===== src/design/cfh_pkg.sv =====
package cfh_pkg;

  // FNV-1 constants
  localparam logic [31:0] HASH_PRIME = 32'h0100_0193;
  localparam logic [31:0] NULL_WORD  = 32'hF0F0_F0F1;
  localparam logic [7:0]  BLANK_BYTE = 8'h20;
  localparam logic [31:0] SEED_RESET = 32'h811C_9DC5;

  // Float minus-zero patterns
  localparam logic [31:0] FLOAT4_NEG_ZERO = 32'h8000_0000;
  localparam logic [63:0] FLOAT8_NEG_ZERO = 64'h8000_0000_0000_0000;

  // Byte counts per column kind
  localparam logic [3:0] CNT_NONE  = 4'd0;
  localparam logic [3:0] CNT_ONE   = 4'd1;
  localparam logic [3:0] CNT_FOUR  = 4'd4;
  localparam logic [3:0] CNT_EIGHT = 4'd8;

  typedef enum logic [1:0] {
    FUNC_DATUM  = 2'd0,
    FUNC_SCALAR = 2'd1,
    FUNC_NULL   = 2'd2,
    FUNC_EMPTY  = 2'd3
  } func_t;

  typedef enum logic [2:0] {
    KIND_BYTE   = 3'd0,
    KIND_WORD4  = 3'd1,
    KIND_WORD8  = 3'd2,
    KIND_FLOAT4 = 3'd3,
    KIND_FLOAT8 = 3'd4
  } kind_t;

  typedef enum logic [1:0] {
    ST_IDLE = 2'd0,
    ST_MIX  = 2'd1,
    ST_EMIT = 2'd2
  } state_t;

endpackage


===== src/design/cfh_mix_unit.sv =====
module cfh_mix_unit
  import cfh_pkg::*;
(
  input  logic [31:0] hash_in,
  input  logic [7:0]  byte_in,
  output logic [31:0] hash_out
);

  logic [31:0] prod;

  // One FNV-1 round: multiply by prime, then xor the byte
  assign prod     = hash_in * HASH_PRIME;
  assign hash_out = prod ^ {24'd0, byte_in};

endmodule


===== src/design/chained_fnv1_column_hasher_core.sv =====
// Flow: accept the item, then one round per hashed byte (one byte for a datum byte
// or one-byte scalar, four for four-byte scalars and nulls, eight for eight-byte
// scalars and unused kinds, none for an empty datum), then load the output register,
// waiting while it holds an untaken beat. A datum byte that does not end its datum
// skips the load. New items wait for idle; the single multiply-xor unit runs the rounds.
// Reset (synchronous, rst_n low): seed and running hash to 0x811C9DC5, no open datum.
module chained_fnv1_column_hasher_core
  import cfh_pkg::*;
(
  input  logic        clk,
  input  logic        rst_n,
  // input channel
  input  logic        in_valid,
  output logic        in_ready,
  input  logic [1:0]  in_func,
  input  logic [63:0] in_data_value,
  input  logic [2:0]  in_scalar_kind,
  input  logic        in_last_of_datum,
  input  logic        in_trim_blanks,
  input  logic        in_end_of_row,
  // result channel
  output logic        out_valid,
  input  logic        out_ready,
  output logic [31:0] out_hash_value,
  output logic        out_row_end,
  // configuration
  input  logic        cfg_wr_en,
  input  logic [31:0] cfg_wr_data
);

  state_t      state_r, state_nxt;
  logic [31:0] seed_r;
  logic [31:0] running_r;
  logic [31:0] datum_hash_r;
  logic [31:0] kept_hash_r;
  logic        in_datum_r;
  logic [31:0] work_r;
  logic [63:0] data_r;
  logic [3:0]  count_r;
  func_t       func_r;
  logic        first_r;
  logic        last_r;
  logic        trim_r;
  logic        row_end_r;
  logic        out_valid_r;
  logic [31:0] out_hash_r;
  logic        out_row_end_r;

  logic        accept;
  logic        out_free;
  logic        mix_run;
  logic        emit_load;
  logic        final_round;
  logic        datum_open;
  logic [31:0] mix_out;
  logic [31:0] kept_new;
  logic [31:0] start_hash;
  logic [63:0] start_data;
  logic [3:0]  start_count;
  func_t       in_func_e;

  assign in_func_e   = func_t'(in_func);
  assign accept      = in_valid && in_ready;
  assign out_free    = !out_valid_r || out_ready;
  assign final_round = (count_r == CNT_ONE);
  assign datum_open  = (func_r == FUNC_DATUM) && !last_r;

  cfh_mix_unit u_mix (
    .hash_in  (work_r),
    .byte_in  (data_r[7:0]),
    .hash_out (mix_out)
  );

  // Keep hash up to last non-blank byte, or the first byte
  assign kept_new = (first_r || data_r[7:0] != BLANK_BYTE) ? mix_out : kept_hash_r;

  // Preload the working hash, byte stream and round count
  always_comb begin
    start_hash  = running_r;
    start_data  = 64'd0;
    start_count = CNT_NONE;
    unique case (in_func_e)
      FUNC_DATUM: begin
        start_hash  = in_datum_r ? datum_hash_r : running_r;
        start_data  = {56'd0, in_data_value[7:0]};
        start_count = CNT_ONE;
      end
      FUNC_SCALAR: begin
        priority case (in_scalar_kind)
          KIND_BYTE: begin
            start_data  = {56'd0, in_data_value[7:0]};
            start_count = CNT_ONE;
          end
          KIND_WORD4: begin
            start_data  = {32'd0, in_data_value[31:0]};
            start_count = CNT_FOUR;
          end
          KIND_FLOAT4: begin
            start_data  = (in_data_value[31:0] == FLOAT4_NEG_ZERO) ? 64'd0
                                                                   : {32'd0, in_data_value[31:0]};
            start_count = CNT_FOUR;
          end
          KIND_FLOAT8: begin
            start_data  = (in_data_value == FLOAT8_NEG_ZERO) ? 64'd0 : in_data_value;
            start_count = CNT_EIGHT;
          end
          default: begin
            start_data  = in_data_value;
            start_count = CNT_EIGHT;
          end
        endcase
      end
      FUNC_NULL: begin
        start_data  = {32'd0, NULL_WORD};
        start_count = CNT_FOUR;
      end
      FUNC_EMPTY: begin
        start_count = CNT_NONE;
      end
      default: begin
        start_count = CNT_NONE;
      end
    endcase
  end

  // Next state
  always_comb begin
    state_nxt = state_r;
    unique case (state_r)
      ST_IDLE: begin
        if (accept) begin
          state_nxt = (start_count == CNT_NONE) ? ST_EMIT : ST_MIX;
        end
      end
      ST_MIX: begin
        if (final_round) begin
          state_nxt = datum_open ? ST_IDLE : ST_EMIT;
        end
      end
      ST_EMIT: begin
        if (out_free) begin
          state_nxt = ST_IDLE;
        end
      end
      default: begin
        state_nxt = ST_IDLE;
      end
    endcase
  end

  // State outputs
  always_comb begin
    in_ready  = 1'b0;
    mix_run   = 1'b0;
    emit_load = 1'b0;
    unique case (state_r)
      ST_IDLE: in_ready  = 1'b1;
      ST_MIX:  mix_run   = 1'b1;
      ST_EMIT: emit_load = out_free;
      default: in_ready  = 1'b0;
    endcase
  end

  always_ff @(posedge clk) begin
    if (!rst_n) begin
      state_r <= ST_IDLE;
    end else begin
      state_r <= state_nxt;
    end
  end

  // Capture the item and run the rounds
  always_ff @(posedge clk) begin
    if (accept) begin
      work_r    <= start_hash;
      data_r    <= start_data;
      count_r   <= start_count;
      func_r    <= in_func_e;
      first_r   <= !in_datum_r;
      last_r    <= in_last_of_datum;
      trim_r    <= in_trim_blanks;
      row_end_r <= in_end_of_row;
    end else if (mix_run) begin
      count_r <= count_r - 4'd1;
      data_r  <= {8'd0, data_r[63:8]};
      if (final_round && func_r == FUNC_DATUM) begin
        work_r <= trim_r ? kept_new : mix_out;
      end else begin
        work_r <= mix_out;
      end
    end
  end

  // Chain and datum state; seed writes win
  always_ff @(posedge clk) begin
    if (!rst_n) begin
      seed_r       <= SEED_RESET;
      running_r    <= SEED_RESET;
      datum_hash_r <= 32'd0;
      kept_hash_r  <= 32'd0;
      in_datum_r   <= 1'b0;
    end else begin
      if (mix_run && final_round && func_r == FUNC_DATUM) begin
        datum_hash_r <= mix_out;
        kept_hash_r  <= kept_new;
        if (!last_r) begin
          in_datum_r <= 1'b1;
        end
      end
      if (emit_load) begin
        running_r  <= row_end_r ? seed_r : work_r;
        in_datum_r <= 1'b0;
      end
      if (cfg_wr_en) begin
        seed_r     <= cfg_wr_data;
        running_r  <= cfg_wr_data;
        in_datum_r <= 1'b0;
      end
    end
  end

  // Output register: hold the beat until taken
  always_ff @(posedge clk) begin
    if (!rst_n) begin
      out_valid_r <= 1'b0;
    end else if (emit_load) begin
      out_valid_r <= 1'b1;
    end else if (out_ready) begin
      out_valid_r <= 1'b0;
    end
  end

  always_ff @(posedge clk) begin
    if (emit_load) begin
      out_hash_r    <= work_r;
      out_row_end_r <= row_end_r;
    end
  end

  assign out_valid      = out_valid_r;
  assign out_hash_value = out_hash_r;
  assign out_row_end    = out_row_end_r;

  // Checks
  a_mix_count: assert property (@(posedge clk) disable iff (!rst_n)
    state_r == ST_MIX |-> count_r != CNT_NONE)
    else $error("mix round with zero byte count");

  a_empty_emit: assert property (@(posedge clk) disable iff (!rst_n)
    accept && in_func_e == FUNC_EMPTY |=> state_r == ST_EMIT)
    else $error("empty datum did not go straight to emit");

  a_round_end: assert property (@(posedge clk) disable iff (!rst_n)
    state_r == ST_MIX && final_round && !datum_open |=> state_r == ST_EMIT)
    else $error("finished column did not emit");

  a_seed_close: assert property (@(posedge clk) disable iff (!rst_n)
    cfg_wr_en |=> !in_datum_r && running_r == seed_r)
    else $error("seed write left datum open or chain unloaded");

  a_emit_beat: assert property (@(posedge clk) disable iff (!rst_n)
    emit_load |=> out_valid_r && out_hash_value == $past(work_r))
    else $error("emitted beat lost");

endmodule


===== config.mk =====
export PLATFORM = sky130hd
export DESIGN_NAME = chained_fnv1_column_hasher_core
export DESIGN_NICKNAME = d
export VERILOG_FILES = /design/src/design/cfh_pkg.sv /design/src/design/cfh_mix_unit.sv /design/src/design/chained_fnv1_column_hasher_core.sv
export SDC_FILE = /design/constraint.sdc
export NUM_CORES = 1
export LEC_CHECK = 0
export BUFFER_PORTS_ARGS = -buffer_cell sky130_fd_sc_hd__buf_2
export CAP_MARGIN = 20
export CORE_ASPECT_RATIO = 0.5
export CORE_MARGIN = 5
export CORE_UTILIZATION = 66
export DETAILED_ROUTE_END_ITERATION = 10
export PLACE_DENSITY = 0.87
export SYNTH_ARGS = -nofsm -noshare
export SYNTH_HDL_FRONTEND = slang
export SYNTH_HIERARCHICAL = 1
export SYNTH_SLANG_ARGS = --single-unit

===== constraint.sdc =====
create_clock -name clk -period 9.3 [get_ports clk]
set_input_delay 1.86 -clock clk [delete_from_list [all_inputs] [get_ports clk]]
set_output_delay 1.86 -clock clk [all_outputs]
set_load 0.005 [all_outputs]

Word level (Yosys, flattened, before mapping):

Cells that the tools add are included.

* bits in registers: 271
* latch bits: 0
* RAM bits: 0
* ROM bits: 0
* input port bits: 109
* output and inout bits: 35
* memories kept: 0

* add/subtract/negate cells: 1
* multipliers: 1
* divide/modulo/power cells: 0
* order comparisons: 0
* eq/ne operators: 15
* shifts and indexed selects: 0
* muxes and demuxes: 31
* bitwise logic cells: 3
* reductions and logical operators: 22

Operator list (count)
* 32-bit 2-to-1 mux: 11
* 64-bit one-hot mux with 4 select lines: 1
* 64-bit 2-to-1 mux: 3
* 64-bit one-hot mux with 3 select lines: 1
* 64-bit == test, second input constant: 1
* 32-bit == test, second input constant: 1
* 32-bit by 25-bit multiplier with 32-bit output, second input constant: 1
* 32-bit by 8-bit bitwise XOR with 32-bit output: 1
* 4-bit one-hot mux with 4 select lines: 1
* 2-bit 2-to-1 mux: 5
* 4-bit 2-to-1 mux: 2
* 8-bit by 6-bit inequality test with 1-bit output, second input constant: 1
* 4-bit one-hot mux with 2 select lines: 1
* 2-bit == test, second input constant: 3
* 2-bit logical NOT: 3
* 2-bit inequality test, second input constant: 3
* 2-bit one-hot mux with 3 select lines: 1
* 2-bit nonzero test: 3
* 1-bit logical AND: 5
* 1-bit 2-to-1 mux: 5
* 2-bit by 1-bit == test with 1-bit output, second input constant: 2
* 4-bit by 1-bit == test with 1-bit output, second input constant: 1
* 4-bit logical NOT: 1
* 4-bit by 1-bit subtractor with 4-bit output, second input constant: 1
* 11 further kinds: 15

Depth between registers and ports, before layout:

Gate-level depths: netlist (run 1).

* depth after elaboration: 8
* mapped depth: 22
* depth with buffers taken out: 22

Hierarchy:

Netlist (run 1), hierarchy kept.

Modules (own cells, without submodules)
* chained_fnv1_column_hasher_core: times used 1, cells each 1183, area an instance 12149.2 um^2, sequential area each 6816.5 um^2
* cfh_mix_unit: times used 1, cells each 630, area an instance 5846.9 um^2, sequential area each 0.0 um^2

Least setup slack after synthesis (run 1):

Ideal clock, no wire load.

* path type: input port to flip-flop
* start: input port in_valid
* end: register count_r[0], enable pin
* setup time: 561 ps
* arrival: 6078 ps
* required time: 8739 ps
* slack: 2661 ps
* stages: 2
* buffers on the path: 0
* cells stage by stage: nor2_1 nor2_1

* word-level cells in the longest chain between the ends: 2

Ends and longest elaborated chain
* from (decl): RTL line chained_fnv1_column_hasher_core.sv:13 `input logic in_valid,`
* 1-bit logical AND: RTL line chained_fnv1_column_hasher_core.sv:63 `assign accept = in_valid && in_ready;`
* 2-bit nonzero test (no source line)
* to (signal assigned): RTL line chained_fnv1_column_hasher_core.sv:177 `count_r <= start_count;`
* to (signal assigned): RTL line chained_fnv1_column_hasher_core.sv:184 `count_r <= count_r - 4'd1;`
* to (decl): RTL line chained_fnv1_column_hasher_core.sv:39 `logic [3:0] count_r;`

No other way between the ends.
A chain may end at the register's enable or synchronous reset.

Worst setup path after layout (run 1):

* start: register work_r[16]
* end: register work_r[30], data pin

* word-level cells in the longest chain between the ends: 7

Ends and longest elaborated chain
* from (decl): RTL line chained_fnv1_column_hasher_core.sv:37 `logic [31:0] work_r;`
* from (signal assigned): RTL line chained_fnv1_column_hasher_core.sv:175 `work_r <= start_hash;`
* from (signal assigned): RTL line chained_fnv1_column_hasher_core.sv:187 `work_r <= trim_r ? kept_new : mix_out;`
* from (signal assigned): RTL line chained_fnv1_column_hasher_core.sv:189 `work_r <= mix_out;`
* 32-bit by 25-bit multiplier with 32-bit output (*): RTL line cfh_mix_unit.sv:12 `assign prod = hash_in * HASH_PRIME;`
* 32-bit by 8-bit bitwise XOR with 32-bit output (*): RTL line cfh_mix_unit.sv:13 `assign hash_out = prod ^ {24'd0, byte_in};`
* via mix_out[30]: RTL line chained_fnv1_column_hasher_core.sv:55 `logic [31:0] mix_out;`
* 32-bit 2-to-1 mux: RTL line chained_fnv1_column_hasher_core.sv:75 `assign kept_new = (first_r || data_r[7:0] != BLANK_BYTE) ? mix_out : kept_hash_r;`
* 32-bit 2-to-1 mux: RTL line chained_fnv1_column_hasher_core.sv:187
* 32-bit 2-to-1 mux (*): RTL line chained_fnv1_column_hasher_core.sv:186 `if (final_round && func_r == FUNC_DATUM) begin`
* 32-bit 2-to-1 mux (*): RTL line chained_fnv1_column_hasher_core.sv:183 `end else if (mix_run) begin`
* 32-bit 2-to-1 mux (*): RTL line chained_fnv1_column_hasher_core.sv:174 `if (accept) begin`

Mark *: on every way through the listed nets, which the timed path passes. The rest lies on a longest branch. The select of a mux whose other input is x is not followed.

==> results of run 1 <==
[registers in the layout (all words and copies together) (netlist names)]
register	flops
count_r	4
data_r	64
datum_hash_r	32
first_r	1
func_r	2
in_datum_r	1
kept_hash_r	32
last_r	1
out_hash_value	32
out_row_end	1
out_valid	1
row_end_r	1
running_r	32
seed_r	32
state_r	2
trim_r	1
work_r	32
[cells by family (layout without fill, tap and decap cells)]
group / Yosys count / after routing / share of synthesized area (%)
AOI/OAI and AO/OA: 466 / 466 / 17.3
and+or+nand+nor: 414 / 414 / 10.9
buffers and inverters: 288 / 383 / 6.73
DFF: 271 / 271 / 37.9
adders and majority gates: 262 / 262 / 21.3
muxes: 64 / 64 / 3.56
xor gates and xnor gates: 48 / 48 / 2.34
[final cells by class]
cell class,instances,area (sq um)
inverters,176,662
fillers,1894,7040
multi-input cells,1254,9990
flip-flops and latches,271,6820
clock inverters,12,114
well taps,352,440
repair buffers,161,883
clock buffers,34,699
[cell usage after synthesis (37+ instances only)]
master	count
nand2_1	190
ha_1	188
inv_1	175
o21ai_0	143
edfxtp_1	139
dfxtp_1	132
a21boi_0	100
nand3_1	88
fa_1	74
mux2i_1	64
a21oi_1	62
clkbuf_1	60
nor2_1	37
[layer usage]
layer	vias to the layer above	track usage [%]	part of all wire, %
met3	110	8.72	11
met4	2	7.92	2.9
met5	-	0	0.027
met2	728	47.7	44
met1	6864	42.7	42
li1	6561	-	-
[worst register-to-register path, stage by stage (launching register included)]
cell,delay [ns]
edfxtp_1,0.62
ha_1,0.40
ha_1,0.31
fa_1,0.49
ha_1,0.23
fa_1,0.54
inv_1,0.05
fa_1,0.46
fa_1,0.57
inv_1,0.05
ha_1,0.38
and3_1,0.25
a311oi_1,0.45
o31ai_1,0.20
a211oi_1,0.26
nor2_1,0.11
o21ai_0,0.09
a22oi_1,0.10
[worst max-delay path by stage]
| stage | start | endpoint | slack [ns] | cells past startpoint |
|---|---|---|---|---|
| 2_1_floorplan | in_valid | count_r[0]$_DFFE_PP_ | 2.66 | 2 |
| 3_3_place_gp | work_r[13]$_DFFE_PP_ | work_r[31]$_DFFE_PP_ | 3.58 | 20 |
| 3_5_place_dp | work_r[16]$_DFFE_PP_ | work_r[30]$_DFFE_PP_ | 3.55 | 17 |
| 4_1_cts | work_r[13]$_DFFE_PP_ | work_r[31]$_DFFE_PP_ | 3.49 | 20 |
| 5_1_grt | work_r[13]$_DFFE_PP_ | work_r[31]$_DFFE_PP_ | 3.07 | 20 |
| 6_report | work_r[16]$_DFFE_PP_ | work_r[30]$_DFFE_PP_ | 3.42 | 17 |
[per-stage QoR]
step / std cells / worst slack, ns / hold WS (ns)
global placement: 2212 / 3.58 / 0.439
CTS: 2258 / 3.49 / 0.458
floorplan: 1813 / 2.66 / 0.421
detailed placement: 2212 / 3.55 / 0.450
global route: 2260 / 3.07 / 0.485
finish: 2260 / 3.42 / 0.456
==> summary.md, run 1 <==
| Metric | Value |
|---|---|
| Outcome | completed |
| Period utilization | 63.2% |
| Share of layout cells above drive strength 1 | roughly an eighth |
| Std-Cell Rows | 42 |
| Minimum clock period | 5.88 ns |
| Max Cap Viol | 0 |
| Syn_area_per_cell | 9.93 sq um |
| Area Growth Syn to Fin | 8.95% |
| Most frequent cells in the layout | 190 x nand2_1, 188 x ha_1, 175 x inv_1 |
| WHS Endpoint | seed_r[24]$_SDFFE_PN1P_ |
| # DRC | 0 |
| CTS Buf Count | 25 |
| Synthesis Warnings | 6 |
| Area post-placement | 18700 sq um |
| Distinct cells, synth | 75 |
| Final net count | 2260 |
| Chip width | ~240 microns |
| Post-detail-place hpwl | 33000 microns |
| Slew margin rel. | 32.7% |
| Worst EP arrival | a little over 6 ns |
| Share of the synthesized area in the top cell type | 23.2% |
| Initial Util | 67.5% |
| Max FO, Critical Path | 9 |
| Die Footprint | between 30000 and 40000 sq um |
| Util after Layout | 73.6% |
| WS Path Type | flop to flop |
| CTS tree | built |
| Clock-pin slew on the worst setup and hold paths | around 0.080 ns |
| Reg2reg end | work_r[30]$_DFFE_PP_ |
| Post-route ant nets | 0 |
| Vias per cell | 6.31 |
| Largest net degree at the start of global routing | 85 |
| Post-cts sizing count | 0 |
| Worst path buffer plus inverter count | 2 |
| Top delay family on crit path | adder cells |
| CORE AREA | 26600 sq um |
| CTS H-tree depth | 1 |
| Mapped Cells | 1813 |
| Synthesized area | 18000 sq um |
| ANT cells | 0 |
| Post-synthesis sequential area ratio | 37.9% |
| Top Ports | 144 |
| Max clock buf depth | 3 |
| Setup violations, final | 0 |
| Design Area, Final | 19600 sq um |
| Slowest-stage cell, CP | edfxtp_1 |
| EDFF count, synth | 139 |
| CP Cell Sequence | ha_1 > ha_1 > fa_1 > ha_1 > fa_1 > inv_1 > fa_1 > fa_1 > inv_1 > ha_1 > and3_1 > a311oi_1 > o31ai_1 > a211oi_1 > nor2_1 > o21ai_0 > a22oi_1 |
| DR WL/cell | ~21 microns |
| Post-synthesis async set-or-reset flop share | 0% |
| CP required | between 9 and 10 ns |
| RSZ-0062 raised after global routing | false |
| Skew-Pair Late Insertion Delay | 0.56 ns |
| Initial antenna violation count | 1 |
| Die H | approximately 130 microns |
| Clock skew | roughly 0.025 ns |
| Peak Freq | 170 MHz |
| DRT Wirelength | 47900 microns |
| Buffer count from post-CTS setup fixing | 0 |
| Drt pass-1 iters | 6 |
| Commonest non-fill, non-tap cell in the layout | nand2_1 |
| Gr usage total | 30.6% |
| Number of global-route vias before repair | approximately 14000 |
| First-pass GRT wire length | 76400 microns |
| R2R Setup Slk | 3.42 ns |
| Hold-fix buffers, CTS | 0 |
| FF-to-FF path depth | 17 |
| Root Driver | clkbuf_16 |
| Hold_sp | seed_r[24]$_SDFFE_PN1P_ |
| CP endpoint kind | flop |
| Worst r2r src | work_r[16]$_DFFE_PP_ |
| Placer Congestion | 1.01 |
| Area contributors post-synth | edfxtp_1 23%, dfxtp_1 15%, ha_1 13% |
| Detailed Route Iter0 Violations | 1469 |
| CP peak stage delay | 0.62 ns |
| Post-route setup TNS | 0 ns |
| Final Hold Fails | 0 |
| #FFs+latches synth | around 270 |
| Ys flop type | edfxtp_1 |
| Hold-critical path depth | 2 |
| Dominant cell type by area after synthesis | edfxtp_1 |
| Synthesized Nets | 2184 |
| CP Launch Type | flop |
| Slew Viols, Final | 0 |
| GRT overflow | 0 |
| Worst-margin pin slew | 1.01 ns |
| CTS Sinks | between 200 and 300 |
| Worst Hold Class | flop to flop |
| Vias after detailed routing | 14300 |
| I/O Buffers | 143 |
Power of run 1 is not shown: default switching activity piles up to over one toggle a cycle in this logic, so the estimate is an artifact.
==> run 2, diff against run 1 <==
--- a/config.mk
+++ b/config.mk
@@ -9,9 +9,9 @@
 export CAP_MARGIN = 20
 export CORE_ASPECT_RATIO = 0.5
 export CORE_MARGIN = 5
-export CORE_UTILIZATION = 66
+export CORE_UTILIZATION = 56
 export DETAILED_ROUTE_END_ITERATION = 10
-export PLACE_DENSITY = 0.87
+export PLACE_DENSITY = 0.78
 export SYNTH_ARGS = -nofsm -noshare
 export SYNTH_HDL_FRONTEND = slang
 export SYNTH_HIERARCHICAL = 1
==> constraint.sdc (replaced) <==
create_clock -name clk -period 5.09 [get_ports clk]
set_input_delay 1.018 -clock clk [delete_from_list [all_inputs] [get_ports clk]]
set_output_delay 1.018 -clock clk [all_outputs]
set_load 0.005 [all_outputs]
==> run 2 against run 1 <==
The run now ends with setup timing left; design area rose by 17%; setup slack got worse by 3.7 ns; non-clock buffer count rose by 222; die area rose by 17%; worst hold slack got worse by 0.00097 ns; critical path depth rose by 3; utilization fell by 1.2 points; final cell count rose by 13%; first-iteration DRC count rose by 7.9%; global-route usage fell by 1.3 points; register-to-register slack got worse by 3.7 ns; maximum frequency rose by 8.6%; critical path type unchanged.
==> summary.md, run 2 (synthesized netlist as in run 1, its figures left out) <==
| Metric | Value |
|---|---|
| Final net count | 2483 |
| Max clock buf depth | 3 |
| Slew margin rel. | around 28% |
| CP peak stage delay | 0.56 ns |
| CTS Sinks | 271 |
| Root Driver | clkbuf_16 |
| Number of global-route vias before repair | 15100 |
| Drt pass-1 iters | 8 |
| Max Cap Viol | 0 |
| Area Growth Syn to Fin | 27.6% |
| Hold-fix buffers, CTS | 0 |
| Chip width | 264 microns |
| Initial Util | between 50% and 60% |
| GRT overflow | 0 |
| WS Path Type | flop to flop |
| Biggest register | data_r |
| ANT cells | 0 |
| Most frequent cells in the layout | 208 x buf_4, 180 x nand2_1, 156 x inv_1 |
| Die Footprint | 36000 sq um |
| R2R Setup Slk | -0.32 ns |
| Period utilization | 106% |
| # DRC | 0 |
| Post-detail-place hpwl | 36500 microns |
| Skew-Pair Late Insertion Delay | 0.57 ns |
| Initial antenna violation count | 6 |
| First-pass GRT wire length | 83300 microns |
| Most frequent CP cell | fa_1 |
| I/O Buffers | around 140 |
| DRT Wirelength | 56200 microns |
| Worst path buffer plus inverter count | 6 |
| Final Hold Fails | 0 |
| Vias after detailed routing | 15400 |
| CP required | roughly 5.5 ns |
| CP endpoint kind | flop |
| Placer Congestion | 0.947 |
| Worst-margin pin slew | 1.08 ns |
| Outcome | finished, violations left |
| Clock skew | 0.0174 ns |
| Top Ports | 144 |
| CP Cell Sequence | buf_4 > ha_1 > fa_1 > ha_2 > fa_1 > ha_1 > inv_2 > fa_1 > inv_2 > ha_4 > a21o_1 > a21o_1 > a221o_1 > buf_6 > a21oi_4 > buf_6 > xnor2_2 > buf_4 > o21ai_0 > a22oi_1 |
| Design Area, Final | 23000 sq um |
| Max reg flops | between 60 and 70 |
| CP Launch Point | work_r[12]$_DFFE_PP_ |
| Worst EP arrival | 5.79 ns |
| Detailed Route Iter0 Violations | ~1600 |
| Minimum clock period | 5.41 ns |
| CTS Buf Count | 26 |
| Failing checks | setup timing |
| Worst Hold Class | flop to flop |
| Share of layout cells above drive strength 1 | between 20% and 30% |
| Gr usage total | a little under 30% |
| Final non-filler cell total | ~2600 |
| Vias per cell | between 6 and 7 |
| CTS H-tree depth | 1 |
| Setup violations, final | 36 |
| Max FO, Critical Path | 5 |
| Area post-placement | 20300 sq um |
| Top delay family on crit path | adder cells |
| RSZ-0062 raised after global routing | true |
| Std-Cell Rows | 46 |
| DR WL/cell | roughly 22 microns |
| CP Launch Type | flop |
| Util after Layout | 72.4% |
| Slowest-stage cell, CP | fa_1 |
| Slew Viols, Final | 0 |
| Peak Freq | 185 MHz |
| Setup ws final | -0.321 ns |
| Hold_sp | datum_hash_r[28]$_SDFFE_PN0P_ |
| Post-route ant nets | 0 |
| Placed insts | roughly 2500 |
| Commonest non-fill, non-tap cell in the layout | buf_4 |
| Largest net degree at the start of global routing | 79 |
| CTS tree | built |
| Die H | 137 microns |
| Worst r2r src | work_r[12]$_DFFE_PP_ |
| Clock-pin slew on the worst setup and hold paths | roughly 0.070 ns |
| CORE AREA | 31700 sq um |
==> run 2: layout make-up <==
type	instances	area [sq um]
multi-input combinational	1254	11400
fill	2133	8750
sequential	271	6820
timing repair buffer	383	2660
clock buffer	38	788
inverter	176	662
tap	432	541
clock inverter	10	80.1
==> run 2: metal layers <==
layer	vias to the layer above	share of wire [%]	GRT usage [%]
met5	-	0.15	0
met4	10	5.2	10.9
met3	214	8.7	7.19
met2	733	46	48.3
met1	7476	40	38.1
li1	7014	-	-
==> run 2: final timing paths <==
check | end | cells after the start
setup / recovery | work_r[23]$_DFFE_PP_ | 20
hold / removal | datum_hash_r[28]$_SDFFE_PN0P_ | 2
setup reg to reg | work_r[23]$_DFFE_PP_ | 20
hold reg to reg | datum_hash_r[28]$_SDFFE_PN0P_ | 2
==> run 2: metrics by stage <==
step	TNS (ns)	setup WS, ns	hold slack (ns)
global route	-9.50	-0.414	0.473
CTS	-0.267	-0.0786	0.460
floorplan	0	0.00448	0.421
detailed placement	-12.48	-0.441	0.450
finish	-5.01	-0.321	0.455
global placement	-5.92	-0.376	0.440
==> run 2: what timing repair did <==
action	in CTS	in global routing
endpoints found under the setup margin	55	56
pin swaps	121	102
resized for setup	140	137
setup buffers	40	23
cloned	0	0
==> run 2: worst min-delay path, delay by kind of cell, from the launching register on <==
| kind | cells | cell delay (ns) |
|---|---|---|
| compound gates | 1 | 0.05 |
| flops | 1 | 0.31 |
| simple gates | 1 | 0.05 |
Power of run 2 is left out for the same reason.
==> run 3, diff against run 2 <==
--- a/config.mk
+++ b/config.mk
@@ -8,7 +8,7 @@
 export BUFFER_PORTS_ARGS = -buffer_cell sky130_fd_sc_hd__buf_2
 export CAP_MARGIN = 20
 export CORE_ASPECT_RATIO = 0.5
-export CORE_MARGIN = 5
+export CORE_MARGIN = 2
 export CORE_UTILIZATION = 56
 export DETAILED_ROUTE_END_ITERATION = 10
 export PLACE_DENSITY = 0.78
==> constraint.sdc (replaced) <==
create_clock -name clk -period 4.7 [get_ports clk]
set_input_delay 0.94 -clock clk [delete_from_list [all_inputs] [get_ports clk]]
set_output_delay 0.94 -clock clk [all_outputs]
set_load 0.005 [all_outputs]
==> run 3 against run 2 <==
Wire length down 1.1%; utilization up 1.6 points; maximum frequency grew 0.53%; non-clock buffer count grew 33; die area down 6.6%; first-iteration DRC count is 4.3% higher; clock-buffer cell count is the same; flip-flop and latch count is the same; critical path type unchanged; the run still ends with setup timing left; register-to-register slack worse by 0.36 ns; design area increased by 2.1%; sequential share of layout area shrank 0.60 points; setup slack worse by 0.36 ns.
==> summary.md, run 3 (synthesized netlist as in run 1, its figures left out) <==
| Metric | Value |
|---|---|
| Outcome | finished, violations left |
| Failing checks | setup timing |
| Slew margin rel. | 24.7% |
| Die H | 131 microns |
| Final net count | 2516 |
| Max Cap Viol | 0 |
| Post-detail-place hpwl | roughly 35000 microns |
| Max reg flops | 64 |
| Post-route ant nets | 0 |
| Design Area, Final | 23400 sq um |
| Worst-margin pin slew | 1.13 ns |
| Util after Layout | approximately 74% |
| Vias after detailed routing | 15600 |
| Area Growth Syn to Fin | 30.2% |
| Worst EP arrival | between 5 and 6 ns |
| Skew-Pair Late Insertion Delay | between 0.5 and 0.6 ns |
| Std-Cell Rows | 46 |
| CTS Buf Count | 26 |
| Die Footprint | 33700 sq um |
| CTS tree | built |
| Placer Congestion | 0.904 |
| Clock-pin slew on the worst setup and hold paths | 0.07 ns |
| Worst Hold Class | flop to flop |
| RSZ-0062 raised after global routing | true |
| Drt pass-1 iters | 8 |
| Gr usage total | 30.9% |
| Share of layout cells above drive strength 1 | 31.8% |
| Max clock buf depth | 3 |
| CTS H-tree depth | 1 |
| Top Ports | 144 |
| DRT Wirelength | between 50000 and 60000 microns |
| CP Launch Type | flop |
| Detailed Route Iter0 Violations | 1653 |
| Setup violations, final | 60 |
| Most frequent cells in the layout | 215 x buf_4, 171 x nand2_1, 147 x inv_1 |
| Setup ws final | -0.682 ns |
| Number of global-route vias before repair | 14700 |
| Area post-placement | 20700 sq um |
| First-pass GRT wire length | roughly 80000 microns |
| DR WL/cell | 21.4 microns |
| Initial Util | 56.8% |
| Period utilization | 115% |
| Peak Freq | between 150 and 200 MHz |
| Commonest non-fill, non-tap cell in the layout | buf_4 |
| Initial antenna violation count | 2 |
| GRT overflow | 0 |
| Root Driver | clkbuf_16 |
| Max FO, Critical Path | 5 |
| CORE AREA | 31700 sq um |
| Vias per cell | 6.00 |
| # DRC | 0 |
| Slew Viols, Final | 0 |
| Clock skew | 0.0161 ns |
| CTS Sinks | 271 |
| Biggest register | data_r |
| WS Path Type | flop to flop |
| Final Hold Fails | 0 |
| Minimum clock period | between 5 and 6 ns |
| Final hold slack | around 0.45 ns |
| CP endpoint kind | flop |
| Chip width | 258 microns |
| I/O Buffers | 143 |
| CP required | between 5 and 6 ns |
| FILL cells | 2010 |
| Largest net degree at the start of global routing | a little over 70 |
## run 3: changes by cell type in the layout (fill, tap and decap cells not counted), moves of 6 or more
cell,before,now
a21boi_0,70,63
a21boi_1,43,49
buf_4,208,215
buf_6,29,53
ha_1,111,103
ha_2,13,20
inv_1,156,147
inv_2,22,29
nand2_1,180,171
nand2_2,9,16
## run 3: worst paths after layout
kind	startpoint	endpoint	slack [ns]	cells past startpoint
setup / recovery	work_r[7]$_DFFE_PP_	work_r[27]$_DFFE_PP_	-0.68	19
hold reg to reg	seed_r[24]$_SDFFE_PN1P_	seed_r[24]$_SDFFE_PN1P_	0.45	2
hold / removal	seed_r[24]$_SDFFE_PN1P_	seed_r[24]$_SDFFE_PN1P_	0.45	2
setup reg to reg	work_r[7]$_DFFE_PP_	work_r[27]$_DFFE_PP_	-0.68	19
## run 3: stage by stage
step / cells / setup slack (ns) / TNS, ns
floorplan: 1813 / -0.329 / -1.90
global placement: 2473 / -0.731 / -17.85
detailed placement: 2473 / -0.756 / -22.32
CTS: 2571 / -0.464 / -13.88
global route: 2597 / -0.869 / -32.60
finish: 2599 / -0.682 / -26.67
## run 3: layout make-up
| type | instances | area, sq um | area share (%) |
|---|---|---|---|
| flip-flops and latches | 271 | 6820 | 29.1 |
| clock inverters | 10 | 93.8 | 0.400 |
| repair buffers | 416 | 3030 | 12.9 |
| diodes | 2 | 5.00 | 0.0214 |
| clock buffers | 38 | 758 | 3.24 |
| multi-input cells | 1254 | 11500 | 49.2 |
| well taps | 432 | 541 | 2.31 |
| inverters | 176 | 662 | 2.82 |
## run 3: timing repair
action	CTS	global route
setup endpoints to repair	58	63
gates resized for setup	178	106
hold buffers	0	0
hold endpoints to repair	0	0
buffers inserted	53	32
pin swaps	100	94
## run 3: worst max-delay path: stages (launching register included)
cell and delay, ns:
edfxtp_1 0.55, ha_4 0.35, ha_4 0.20, fa_1 0.52, ha_2 0.20, fa_1 0.45
ha_4 0.30, inv_2 0.04, fa_1 0.50, inv_2 0.05, ha_4 0.25, a21oi_4 0.20
buf_6 0.14, nand2_2 0.08, a221o_1 0.37, a211oi_2 0.29, nor2_1 0.10, xor2_1 0.28
o21ai_1 0.12, a22oi_1 0.20
## run 3: metal layers
metal	share of wire (%)	up-vias	GRT usage [%]
li1	-	7080	-
met1	39	7499	40.8
met2	47	830	52.5
met3	9.5	177	6.44
met4	3.9	2	8.43
met5	0.022	-	0
Power of run 3 is left out for the same reason.
